<file path="config.mk">
export PLATFORM = sky130hd
export DESIGN_NAME = polyline_normal_offset_unit
export DESIGN_NICKNAME = d
export VERILOG_FILES = /design/src/rtl/core/pno_pkg.sv /design/src/rtl/core/polyline_normal_offset_unit.sv
export VERILOG_INCLUDE_DIRS = /design/src /design/src/rtl/core
export SDC_FILE = /design/constraint.sdc
export NUM_CORES = 2
export LEC_CHECK = 0
export BUFFER_PORTS_ARGS = -buffer_cell sky130_fd_sc_hd__buf_2
export CAP_MARGIN = 10
export CORE_MARGIN = 2
export CORE_UTILIZATION = 28
export DETAILED_ROUTE_END_ITERATION = 7
export GPL_TIMING_DRIVEN = 0
export REMOVE_ABC_BUFFERS = 1
export SETUP_SLACK_MARGIN = 0.02
export SYNTH_ARGS = -nofsm -noshare
export SYNTH_HDL_FRONTEND = slang
export SYNTH_SLANG_ARGS = --single-unit
</file>
<file path="constraint.sdc">
create_clock -name clk -period 23.1 [get_ports clk]
set_clock_uncertainty 0.15 [all_clocks]
set_input_delay 1.155 -clock clk [delete_from_list [all_inputs] [get_ports clk]]
set_output_delay 1.155 -clock clk [all_outputs]
set_load 0.005 [all_outputs]
</file>
<file path="src/rtl/core/polyline_normal_offset_unit_defines.svh">
// ----------------------------------------------------------------------------
// polyline normal offset unit - assertion macros
// shared concurrent assertion forms, clocked on clk and quiet during rst
// ----------------------------------------------------------------------------
`ifndef POLYLINE_NORMAL_OFFSET_UNIT_DEFINES_SVH
`define POLYLINE_NORMAL_OFFSET_UNIT_DEFINES_SVH

// condition must hold on every clock edge out of reset
`define PNO_ASSERT_HOLDS(label, cond, msg) \
  label: assert property (@(posedge clk) disable iff (rst) (cond)) else $error(msg);

// antecedent on an edge implies consequent on the same edge
`define PNO_ASSERT_IMPLIES(label, ante, cons, msg) \
  label: assert property (@(posedge clk) disable iff (rst) (ante) |-> (cons)) else $error(msg);

`endif

</file>
<file path="src/rtl/core/pno_pkg.sv">
// ----------------------------------------------------------------------------
// pno_pkg
// widths, codes and types of the polyline normal offset unit
// ----------------------------------------------------------------------------
`default_nettype none

package pno_pkg;

  localparam int COORD_W  = 32;              // coordinate width, Q16.16
  localparam int TAN_W    = COORD_W + 1;     // exact difference of two coordinates
  localparam int TW_W     = 21;              // track width register
  localparam int NORM_MSB = 29;              // normalized magnitude lies in [2^29, 2^30)
  localparam int MAG_W    = NORM_MSB + 1;    // normalized magnitude width
  localparam int PROD_W   = 2 * MAG_W;       // multiplier product
  localparam int SUMSQ_W  = PROD_W + 1;      // sum of two squares
  localparam int RAD_W    = 2 * (MAG_W + 1); // radicand, even width
  localparam int ROOT_W   = RAD_W / 2;       // square root result
  localparam int REM_W    = ROOT_W + 1;      // shared remainder register
  localparam int SUB_W    = REM_W + 2;       // shared subtractor operands
  localparam int QUO_W    = TW_W;            // quotient never exceeds track width
  localparam int NUM_W    = TW_W + MAG_W + 1;
  localparam int SQRT_STEPS = ROOT_W;
  localparam int DIV_STEPS  = QUO_W;
  localparam int CNT_W    = 5;

  localparam logic [TW_W-1:0] TW_RESET = TW_W'(229376);

  // configuration register indexes
  localparam logic CFG_OFFSET_WIDTH = 1'b0;
  localparam logic CFG_LANE_SIDE    = 1'b1;

  // points held for the current polyline
  localparam logic [1:0] PS_NONE = 2'd0;
  localparam logic [1:0] PS_ONE  = 2'd1;
  localparam logic [1:0] PS_MANY = 2'd2;

  typedef logic signed [COORD_W-1:0] coord_t;
  typedef logic signed [TAN_W-1:0]   tan_t;

endpackage

`default_nettype wire

</file>
<file path="src/rtl/core/polyline_normal_offset_unit.sv">
// ----------------------------------------------------------------------------
// polyline_normal_offset_unit
// parallel offset of a lane polyline along the unit normal of its tangent
// ----------------------------------------------------------------------------
// usage
//   points arrive on the in_valid/in_ready channel, one item per point, with
//   final_point set on the last point of a polyline. results leave on the
//   out_valid/out_ready channel. results lag one point: the first point gives
//   none unless it is also final, each later point gives the result for the
//   point before it, and the final point also gives its own result, marked end_of_lane.
//   offset_width and lane_side are written on the cfg channel while idle;
//   cfg_ready is always high.
//   datapath: each result goes through one shared multiplier and one shared
//   subtractor, in order: load, normalizing shift, the two squares and their
//   sum, the square root, then for x and then y a product, a divider load and
//   a division, and the finish step. the next item is taken only once the
//   sequencer is back in idle. a final point runs two such jobs in turn; a
//   zero tangent goes from the load step straight to the finish step; a first
//   point makes no result and leaves in_ready high.
//   in_ready is high only while the sequencer is idle.
//   the result sits in an output register, so a stalled receiver holds only
//   that register: the next item is still taken and worked on, and the
//   sequencer waits at its last step until the register is free.
//   reset restores offset width 3.5 m, lane_side 0, no points held and no
//   result pending.
// ----------------------------------------------------------------------------
`default_nettype none

`include "polyline_normal_offset_unit_defines.svh"

module polyline_normal_offset_unit
  import pno_pkg::*;
(
  input  logic                 clk,
  input  logic                 rst,
  // configuration writes
  input  logic                 cfg_valid,
  output logic                 cfg_ready,
  input  logic                 cfg_index,
  input  logic [TW_W-1:0]      cfg_data,
  // points in
  input  logic                 in_valid,
  output logic                 in_ready,
  input  logic [COORD_W-1:0]   point_x,
  input  logic [COORD_W-1:0]   point_y,
  input  logic                 final_point,
  // offset points out
  output logic                 out_valid,
  input  logic                 out_ready,
  output logic [COORD_W-1:0]   offset_x,
  output logic [COORD_W-1:0]   offset_y,
  output logic                 dropped,
  output logic                 end_of_lane
);

  // sequencer codes
  localparam logic [3:0] ST_IDLE  = 4'd0;
  localparam logic [3:0] ST_LOAD  = 4'd1;  // take magnitudes of the tangent
  localparam logic [3:0] ST_NORM  = 4'd2;  // shift magnitudes into range
  localparam logic [3:0] ST_MULA  = 4'd3;  // ax * ax
  localparam logic [3:0] ST_MULB  = 4'd4;  // ay * ay
  localparam logic [3:0] ST_SUM   = 4'd5;  // radicand
  localparam logic [3:0] ST_SQRT  = 4'd6;  // one root bit per cycle
  localparam logic [3:0] ST_MULX  = 4'd7;  // offset_width * ax
  localparam logic [3:0] ST_DIVLD = 4'd8;  // add rounding half, load divider
  localparam logic [3:0] ST_DIV   = 4'd9;  // one quotient bit per cycle
  localparam logic [3:0] ST_MULY  = 4'd10; // offset_width * ay
  localparam logic [3:0] ST_FIN   = 4'd11; // apply offset, saturate, hand over

  logic [3:0]          state;
  logic [CNT_W-1:0]    cnt;

  // configuration
  logic [TW_W-1:0]     offset_width;
  logic                lane_side;

  // polyline history
  logic [1:0]          points_seen;
  coord_t              prev_x, prev_y, older_x, older_y;

  // current job and the pending job of a final point
  coord_t              jb_x, jb_y;
  tan_t                jt_x, jt_y;
  logic                j_end;
  coord_t              pd_x, pd_y;
  tan_t                pdt_x, pdt_y;
  logic                pend_valid;

  // datapath
  logic [TAN_W-1:0]    ax, ay;
  logic [TAN_W-1:0]    mag_or;
  logic                drop;
  logic                div_y;
  logic [PROD_W-1:0]   prod;
  logic [SUMSQ_W-1:0]  sumsq;
  logic [RAD_W-1:0]    rad;
  logic [ROOT_W-1:0]   root;
  logic [REM_W-1:0]    rem;
  logic [QUO_W-1:0]    dq;
  logic [QUO_W-1:0]    qx, qy;

  // shared multiplier operands
  logic [MAG_W-1:0]    mul_a, mul_b;

  // shared subtractor
  logic [SUB_W-1:0]    sub_a, sub_b;
  logic [SUB_W:0]      sub_diff;
  logic                sub_ge;

  // accept side
  logic                in_fire;
  coord_t              px, py, sel_x, sel_y;
  logic [NUM_W-1:0]    num;
  logic [SUMSQ_W-1:0]  rad_sum;
  coord_t              res_x, res_y;

  function automatic tan_t tan_diff(input coord_t a, input coord_t b);
    tan_diff = TAN_W'(a) - TAN_W'(b);
  endfunction

  function automatic logic [TAN_W-1:0] mag_of(input tan_t t);
    mag_of = t[TAN_W-1] ? TAN_W'(-t) : TAN_W'(t);
  endfunction

  // base + or - q, clamped to the coordinate range
  function automatic coord_t offset_sat(input coord_t base, input logic [QUO_W-1:0] q,
                                        input logic neg);
    logic [COORD_W+1:0] bext;
    logic [COORD_W+1:0] qext;
    logic [COORD_W+1:0] s;
    bext = {{2{base[COORD_W-1]}}, base};
    qext = (COORD_W + 2)'(q);
    s    = neg ? bext - qext : bext + qext;
    if (s[COORD_W+1:COORD_W-1] == 3'b000 || s[COORD_W+1:COORD_W-1] == 3'b111) begin
      offset_sat = coord_t'(s[COORD_W-1:0]);
    end else if (s[COORD_W+1]) begin
      offset_sat = {1'b1, {(COORD_W-1){1'b0}}};
    end else begin
      offset_sat = {1'b0, {(COORD_W-1){1'b1}}};
    end
  endfunction

  assign cfg_ready = 1'b1;
  assign in_ready  = (state == ST_IDLE);
  assign in_fire   = in_valid && in_ready;
  assign px        = coord_t'(point_x);
  assign py        = coord_t'(point_y);

  // interior tangent spans two points, the first one-sided
  assign sel_x = (points_seen == PS_ONE) ? prev_x : older_x;
  assign sel_y = (points_seen == PS_ONE) ? prev_y : older_y;

  assign mag_or = ax | ay;

  always_comb begin
    case (state)
      ST_MULA: begin
        mul_a = ax[MAG_W-1:0];
        mul_b = ax[MAG_W-1:0];
      end
      ST_MULB: begin
        mul_a = ay[MAG_W-1:0];
        mul_b = ay[MAG_W-1:0];
      end
      ST_MULX: begin
        mul_a = MAG_W'(offset_width);
        mul_b = ax[MAG_W-1:0];
      end
      default: begin
        mul_a = MAG_W'(offset_width);
        mul_b = ay[MAG_W-1:0];
      end
    endcase
  end

  // root step compares against 4*root+1, divide step against the length
  always_comb begin
    if (state == ST_SQRT) begin
      sub_a = {rem, rad[RAD_W-1 -: 2]};
      sub_b = {1'b0, root, 2'b01};
    end else begin
      sub_a = {2'b00, rem[ROOT_W-1:0], dq[QUO_W-1]};
      sub_b = {3'b000, root};
    end
    sub_diff = {1'b0, sub_a} - {1'b0, sub_b};
    sub_ge   = !sub_diff[SUB_W];
  end

  assign rad_sum = sumsq + SUMSQ_W'(prod);
  assign num     = NUM_W'(prod[NUM_W-2:0]) + NUM_W'(root[ROOT_W-1:1]);

  // x moves with ty, y with tx; side picks the normal's direction
  assign res_x = offset_sat(jb_x, qy, jt_y[TAN_W-1] ^ lane_side);
  assign res_y = offset_sat(jb_y, qx, !(jt_x[TAN_W-1] ^ lane_side));

  always_ff @(posedge clk) begin
    if (rst) begin
      offset_width <= TW_RESET;
      lane_side    <= 1'b0;
    end else if (cfg_valid && cfg_ready) begin
      case (cfg_index)
        CFG_OFFSET_WIDTH: offset_width <= cfg_data;
        CFG_LANE_SIDE:    lane_side    <= cfg_data[0];
        default:          ;
      endcase
    end
  end

  // sequencer and control state
  always_ff @(posedge clk) begin
    if (rst) begin
      state       <= ST_IDLE;
      points_seen <= PS_NONE;
      pend_valid  <= 1'b0;
      out_valid   <= 1'b0;
    end else begin
      // the finish step owns out_valid when it hands over a result
      if (out_valid && out_ready && state != ST_FIN) begin
        out_valid <= 1'b0;
      end
      case (state)
        ST_IDLE: begin
          if (in_fire) begin
            if (points_seen == PS_NONE) begin
              if (final_point) begin
                // lone point: zero tangent, dropped and end of lane
                jt_x  <= '0;
                jt_y  <= '0;
                j_end <= 1'b1;
                state <= ST_LOAD;
              end else begin
                prev_x      <= px;
                prev_y      <= py;
                points_seen <= PS_ONE;
              end
            end else begin
              jb_x  <= prev_x;
              jb_y  <= prev_y;
              jt_x  <= tan_diff(px, sel_x);
              jt_y  <= tan_diff(py, sel_y);
              j_end <= 1'b0;
              state <= ST_LOAD;
              if (final_point) begin
                pd_x        <= px;
                pd_y        <= py;
                pdt_x       <= tan_diff(px, prev_x);
                pdt_y       <= tan_diff(py, prev_y);
                pend_valid  <= 1'b1;
                points_seen <= PS_NONE;
              end else begin
                older_x     <= prev_x;
                older_y     <= prev_y;
                prev_x      <= px;
                prev_y      <= py;
                points_seen <= PS_MANY;
              end
            end
          end
        end
        ST_LOAD: begin
          ax    <= mag_of(jt_x);
          ay    <= mag_of(jt_y);
          drop  <= (jt_x == '0) && (jt_y == '0);
          div_y <= 1'b0;
          state <= ((jt_x == '0) && (jt_y == '0)) ? ST_FIN : ST_NORM;
        end
        ST_NORM: begin
          if (mag_or[TAN_W-1:NORM_MSB+1] != '0) begin
            ax <= ax >> 1;
            ay <= ay >> 1;
          end else if (mag_or[TAN_W-1:NORM_MSB-8] == '0) begin
            ax <= ax << 8;
            ay <= ay << 8;
          end else if (!mag_or[NORM_MSB]) begin
            ax <= ax << 1;
            ay <= ay << 1;
          end else begin
            state <= ST_MULA;
          end
        end
        ST_MULA: begin
          prod  <= mul_a * mul_b;
          state <= ST_MULB;
        end
        ST_MULB: begin
          prod  <= mul_a * mul_b;
          sumsq <= SUMSQ_W'(prod);
          state <= ST_SUM;
        end
        ST_SUM: begin
          rad   <= RAD_W'(rad_sum);
          rem   <= '0;
          root  <= '0;
          cnt   <= CNT_W'(SQRT_STEPS - 1);
          state <= ST_SQRT;
        end
        ST_SQRT: begin
          rem  <= sub_ge ? sub_diff[REM_W-1:0] : sub_a[REM_W-1:0];
          root <= {root[ROOT_W-2:0], sub_ge};
          rad  <= {rad[RAD_W-3:0], 2'b00};
          cnt  <= cnt - 1'b1;
          if (cnt == '0) begin
            state <= ST_MULX;
          end
        end
        ST_MULX: begin
          prod  <= mul_a * mul_b;
          state <= ST_DIVLD;
        end
        ST_MULY: begin
          prod  <= mul_a * mul_b;
          div_y <= 1'b1;
          state <= ST_DIVLD;
        end
        ST_DIVLD: begin
          // quotient fits QUO_W bits, so the top part is already below len
          rem   <= REM_W'(num[NUM_W-1:QUO_W]);
          dq    <= num[QUO_W-1:0];
          cnt   <= CNT_W'(DIV_STEPS - 1);
          state <= ST_DIV;
        end
        ST_DIV: begin
          rem <= sub_ge ? sub_diff[REM_W-1:0] : sub_a[REM_W-1:0];
          dq  <= {dq[QUO_W-2:0], sub_ge};
          cnt <= cnt - 1'b1;
          if (cnt == '0) begin
            if (div_y) begin
              qy    <= {dq[QUO_W-2:0], sub_ge};
              state <= ST_FIN;
            end else begin
              qx    <= {dq[QUO_W-2:0], sub_ge};
              state <= ST_MULY;
            end
          end
        end
        ST_FIN: begin
          if (!out_valid || out_ready) begin
            out_valid   <= 1'b1;
            offset_x    <= drop ? '0 : res_x;
            offset_y    <= drop ? '0 : res_y;
            dropped     <= drop;
            end_of_lane <= j_end;
            if (pend_valid) begin
              // final point's own result follows
              jb_x       <= pd_x;
              jb_y       <= pd_y;
              jt_x       <= pdt_x;
              jt_y       <= pdt_y;
              j_end      <= 1'b1;
              pend_valid <= 1'b0;
              state      <= ST_LOAD;
            end else begin
              state <= ST_IDLE;
            end
          end
        end
        default: begin
          state <= ST_IDLE;
        end
      endcase
    end
  end

  // a dropped result always carries zero offsets
  `PNO_ASSERT_IMPLIES(a_drop_zero, out_valid && dropped, offset_x == '0 && offset_y == '0, "dropped result with nonzero offset")
  // normalized magnitudes sit in [2^29, 2^30) when the squares start
  `PNO_ASSERT_IMPLIES(a_norm_range, state == ST_MULA, mag_or[TAN_W-1:NORM_MSB+1] == '0 && mag_or[NORM_MSB], "magnitudes out of range after normalize")
  // root of a normalized radicand is at least 2^29
  `PNO_ASSERT_IMPLIES(a_len_range, state == ST_MULX, root[ROOT_W-1:NORM_MSB] != '0, "tangent length below normalized range")
  // a second result is pending only while a job is being worked on
  `PNO_ASSERT_IMPLIES(a_pend_busy, pend_valid, state != ST_IDLE, "pending final result while idle")

endmodule

`default_nettype wire

</file>
* Word level (Yosys, flattened, before mapping)
Cells that the tools add are included.
** Word-level totals
- Register bits after elaboration :: 866
- Output and inout bits :: 69
- Word-level logic and storage cells :: 215
** Cells by class
- Add/sub/neg operators :: 14
- $mul :: 1
- Eq/ne operators :: 28
- Multiplexer cells :: 79
- Bitwise operators :: 8
- Reduce and logical (&&, ||, !) cells :: 49
** Operators by type and width (count)
- $mux W33 :: 18
- $mux W32 :: 15
- $pmux W33 S2 :: 4
- $sub A32 B32 Y33 :: 4
- $pmux W32 S2 :: 2
- $pmux W62 S2 :: 1
- $mux W34 :: 3
- $pmux W32 S3 :: 1
- $add A32 B22 Y33 :: 2
- $logic_not A33 Y1 :: 2
- $neg A33 Y33 :: 2
- $sub A32 B22 Y33 :: 2
- $pmux W31 S2 :: 1
- $add A60 B60 Y61 :: 1
- $mul A30 B30 Y60 :: 1
- $pmux W30 S2 :: 1
- $add A51 B30 Y52 :: 1
- $pmux W4 S11 :: 1
- $pmux W21 S2 :: 1
- $mux W4 :: 10
- $sub A34 B34 Y35 :: 1
- $or A33 B33 Y33 :: 1
- $mux W30 :: 1
- $reduce_and A2 Y1 :: 9
- other kinds (34) :: 94

* Depth between registers and ports, before layout
- Depth after elaboration :: 6
- Gate-level depth with buffers :: 39
- Depth with buffers taken out :: 35

* Least setup slack after synthesis
Ideal clock, no wire load.
- Path kind :: register to register
- From :: reg state[3]
- To :: reg prod[54] (data pin)
- Library setup time :: 0.264 ns
- Arrival time :: 8.743 ns
- Required time :: 22.686 ns
- Path slack :: 13.944 ns
- Cell stages (with the launch flop) :: 34
- Buffers on the path :: 5
- Path through :: dfxtp_1 -> clkbuf_1 -> inv_1 -> nand3_1 -> clkbuf_1 -> buf_1 -> mux2i_1 -> clkbuf_1 -> nor2_1 -> fa_1 -> fa_1 -> inv_1 -> fa_1 -> fa_1 -> inv_1 -> fa_1 -> fa_1 -> fa_1 -> inv_1 -> fa_1 -> inv_1 -> ha_1 -> clkbuf_1 -> a21o_1 -> a21o_1 -> a21oi_1 -> nor2_1 -> o21ai_0 -> o31ai_2 -> a311oi_2 -> o41ai_2 -> a221o_1 -> a31oi_1 -> xnor2_1
** On the way
- Cells in the longest elaborated chain, start to end :: 4
** Ends and longest elaborated chain
- start: declaration :: RTL line polyline_normal_offset_unit.sv:70 : logic [3:0] state;
- start signal: assignment :: RTL line polyline_normal_offset_unit.sv:265 : state <= ((jt_x == '0) && (jt_y == '0)) ? ST_FIN : ST_NORM;
- $eq A4 B3 Y1 / $eq A4 B2 Y1 (equally long branches) :: RTL line polyline_normal_offset_unit.sv:156, polyline_normal_offset_unit.sv:221
- $reduce_or A2 Y1 (no line)
- $mux W30 :: RTL line polyline_normal_offset_unit.sv:156 : case (state)
- $mul A30 B30 Y60 *
- end signal: assignment :: RTL line polyline_normal_offset_unit.sv:282 : prod <= mul_a * mul_b;
- end signal: assignment :: RTL line polyline_normal_offset_unit.sv:286 : prod <= mul_a * mul_b;
- end signal: assignment :: RTL line polyline_normal_offset_unit.sv:307 : prod <= mul_a * mul_b;
- end: declaration :: RTL line polyline_normal_offset_unit.sv:94 : logic [PROD_W-1:0] prod;
Mark *: on every way between the ends. The rest lies on a longest branch, timed or not.
A chain may end at the register's enable or synchronous reset.

* Final worst setup path
- From :: reg state[0]
- To :: reg prod[56] (data pin)
The elaborated chain is that of the path after synthesis.

==> key figures <==
Logic synthesis
  – Synth Instances: 8427
  – Synth Register Bits: 866
  – Sequential element share of the synthesized area: 32.0%
  – Syn Area/Cell: 9.52 um^2
  – Synthesized cell area: 80300 um^2
  – Top FF cell, synth: edfxtp_1
  – Post-synth EDFFs: 836
  – YS warnings: 0
  – Unique masters post-synth: 99
  – Async SR Flop Fraction: 0%

Die
  – Num ports: 161
  – Die H: 539 um
  – Initial core utilization: 28.1%
  – Core area: 285000 um^2
  – Row count: 196
  – Die Footprint: 291000 um^2
  – Die width: 539 um

Worst setup path
  – Req. time, crit path: 23.44 ns
  – Max stage delay on crit path: 1.00 ns
  – CP max-delay cell: a22o_1
  – Crit-path max FO: 31
  – Crit. End Element: flip-flop
  – Worst setup path class: reg2reg
  – Setup crit start kind: flip-flop
  – CP most frequent cell: fa_1
  – Arrival time at the worst endpoint: 12.40 ns
  – Worst reg2reg setup slack: 11.04 ns

Final layout
  – Most frequent cells in the layout: 1116 x nand2_1, 993 x inv_1, 876 x nor2_1
  – Layout area overhead: 12.0%
  – Layout Cells excl Fill: 12300
  – Layout Nets: 9872
  – Finished Cell Area: 89900 um^2
  – Layout cells sized above 1: 6.28%
  – Commonest non-fill, non-tap cell in the layout: nand2_1

Routing
  – Antenna viol nets, final: 0
  – Remaining design rule violation count: 0
  – Routed WL: 244000 um
  – Vias/cell: 5.00
  – Iter 0 DRT Violations: 5342
  – Via Count: 61400
  – Routed len/inst: 19.9 um
  – TritonRoute pass-1 iters: 6

Clock tree
  – Post-cts resize count: 0
  – CTS max path bufs: 3
  – Clock root buffer: clkbuf_16
  – CTS Buf Count: 97
  – CTS tree: built
  – TritonCTS Sinks: 866
  – Reg clk slew, reported paths: 0.06 ns
  – Setup Fix Bufs, Post-CTS: 0
  – CTS H-tree depth: 3
  – # hold bufs at CTS: 0
  – Worst-Skew Late Latency: 0.76 ns

Timing
  – Setup-failing EPs final: 0
  – Setup ws final: 11.04 ns
  – Tcrit/Tclk final: 52.2%
  – RSZ-0062 raised after global routing: no
  – Hold Vio Cnt, Final: 0
  – Fin crit period: 12.06 ns
  – Final Max Tran Viols: 0
  – Max Freq: 0.0829 GHz
  – Setup TNS: 0 ns
  – Slew HR: 11.9%
  – Actual slew at the worst max-slew pin: 1.32 ns

Flow run
  – MaxCap Viol Count: 0

Placed design
  – Gpl congestion: 0.950
  – Post-Place Cell Area: 86400 um^2
  – Final HPWL DP: 193000 um
  – Pre-CTS setup slack: 11.10 ns
  – IO Port Bufs: 159
  – Placed cell count: 12100

Global routing
  – Pin count of the biggest net entering global routing: 86
  – First-pass GRT wire length: 372000 um
  – Initial antenna violation count: 24
  – GRT Residual Overflow: 0
  – Vias in the first global route: 60200
  – Total GRT Usage: 16.5%

Run status
  – Status: finished, final reports clean

Hold path
  – Hold Crit Class: reg2reg
[synthesized netlist by cell type, types with 30 or more instances]
cell      instances  share of area [%]
and3_1           55               0.43
nand2b_1         59               0.46
clkbuf_1        329                1.5
ha_1            569                8.9
nor2b_1          52               0.41
o31ai_1          63               0.59
nand2_1        1117                5.2
xnor2_1         249                2.7
a211oi_1         45               0.42
edfxtp_1        836                 31
o21ai_0         436                2.7
a21o_1          226                2.1
dfxtp_1          30               0.75
buf_1            36               0.17
o21a_1           51               0.48
nor3_1           42               0.26
and2_1           81               0.63
inv_1           994                4.6
a31oi_1          61               0.48
fa_1            789                 20
xor2_1          219                2.4
nand4_1          58               0.45
nor2_1          886                4.1
o21bai_1         61               0.57
mux2i_1          47               0.59
or3_1            30               0.23
nand3_1          91               0.57
a21oi_1         548                3.4
[sequential cells by signal, summed over array words and instances (netlist names), 33 cells and up]
signal / flops
jt_y: 33
ay: 33
sumsq: 60
jt_x: 33
prod: 60
rad: 62
ax: 33
pdt_y: 33
pdt_x: 33
[layout make-up]
class	count	area, um^2
sequential	866	25700
tap	3762	4710
antenna	10	25.0
inverter	996	3740
multi-input combinational	6187	49800
clock inverter	58	746
fill	29500	195000
timing repair buffer	274	2580
clock buffer	119	2530
[stage by stage]
step / hold slack, ns / utilization, %
after floorplan: 0.250 / -
after global placement: 0.253 / 29.6
after detailed placement: 0.256 / 30.3
after CTS: 0.267 / 31.5
after global routing: 0.268 / 31.5
final: 0.268 / 31.5
[routing by layer]
metal	routed length [um]	up-vias	GRT usage (%)	share of wire (%)
met2	110000	2177	26.2	45
met1	107000	30400	22.5	44
met4	10100	14	6.28	4.1
li1	-	28400	-	-
met5	89	-	0	0.036
met3	17600	403	2.53	7.2
[worst max-delay path: cells and delay by family (launching register included)]
kind / cells / cell delay (ns)
xor+xnor: 1 / 0.10
simple gates: 8 / 2.85
buf+inv: 5 / 0.95
compound gates: 5 / 2.51
fa+ha+maj: 9 / 4.44
flops: 1 / 0.75
[path summary, 6_finish.rpt]
| check | startpoint | end | cells after the start |
|---|---|---|---|
| worst max-delay path | state[0] | prod[56] | 28 |
| worst min-delay path | j_end | end_of_lane | 0 |
| worst max register to register | state[0] | prod[56] | 28 |
| worst min register to register | j_end | end_of_lane | 0 |
[cells by family (layout without fill, tap and decap cells)]
logic type	count (synthesis)	count (layout)	share of synthesized area [%]
simple gates	2563	2563	13.7
buf+inv	1374	1447	6.46
other cells	1	11	0.00467
mux	49	49	0.614
fa+ha+maj	1358	1358	28.6
compound gates	1748	1748	13.5
flops	866	866	32.0
xor+xnor	468	468	5.11
Power is left out: the tool's default activity adds up to more than one toggle a clock period on the data nets, which glitch-free logic cannot reach.
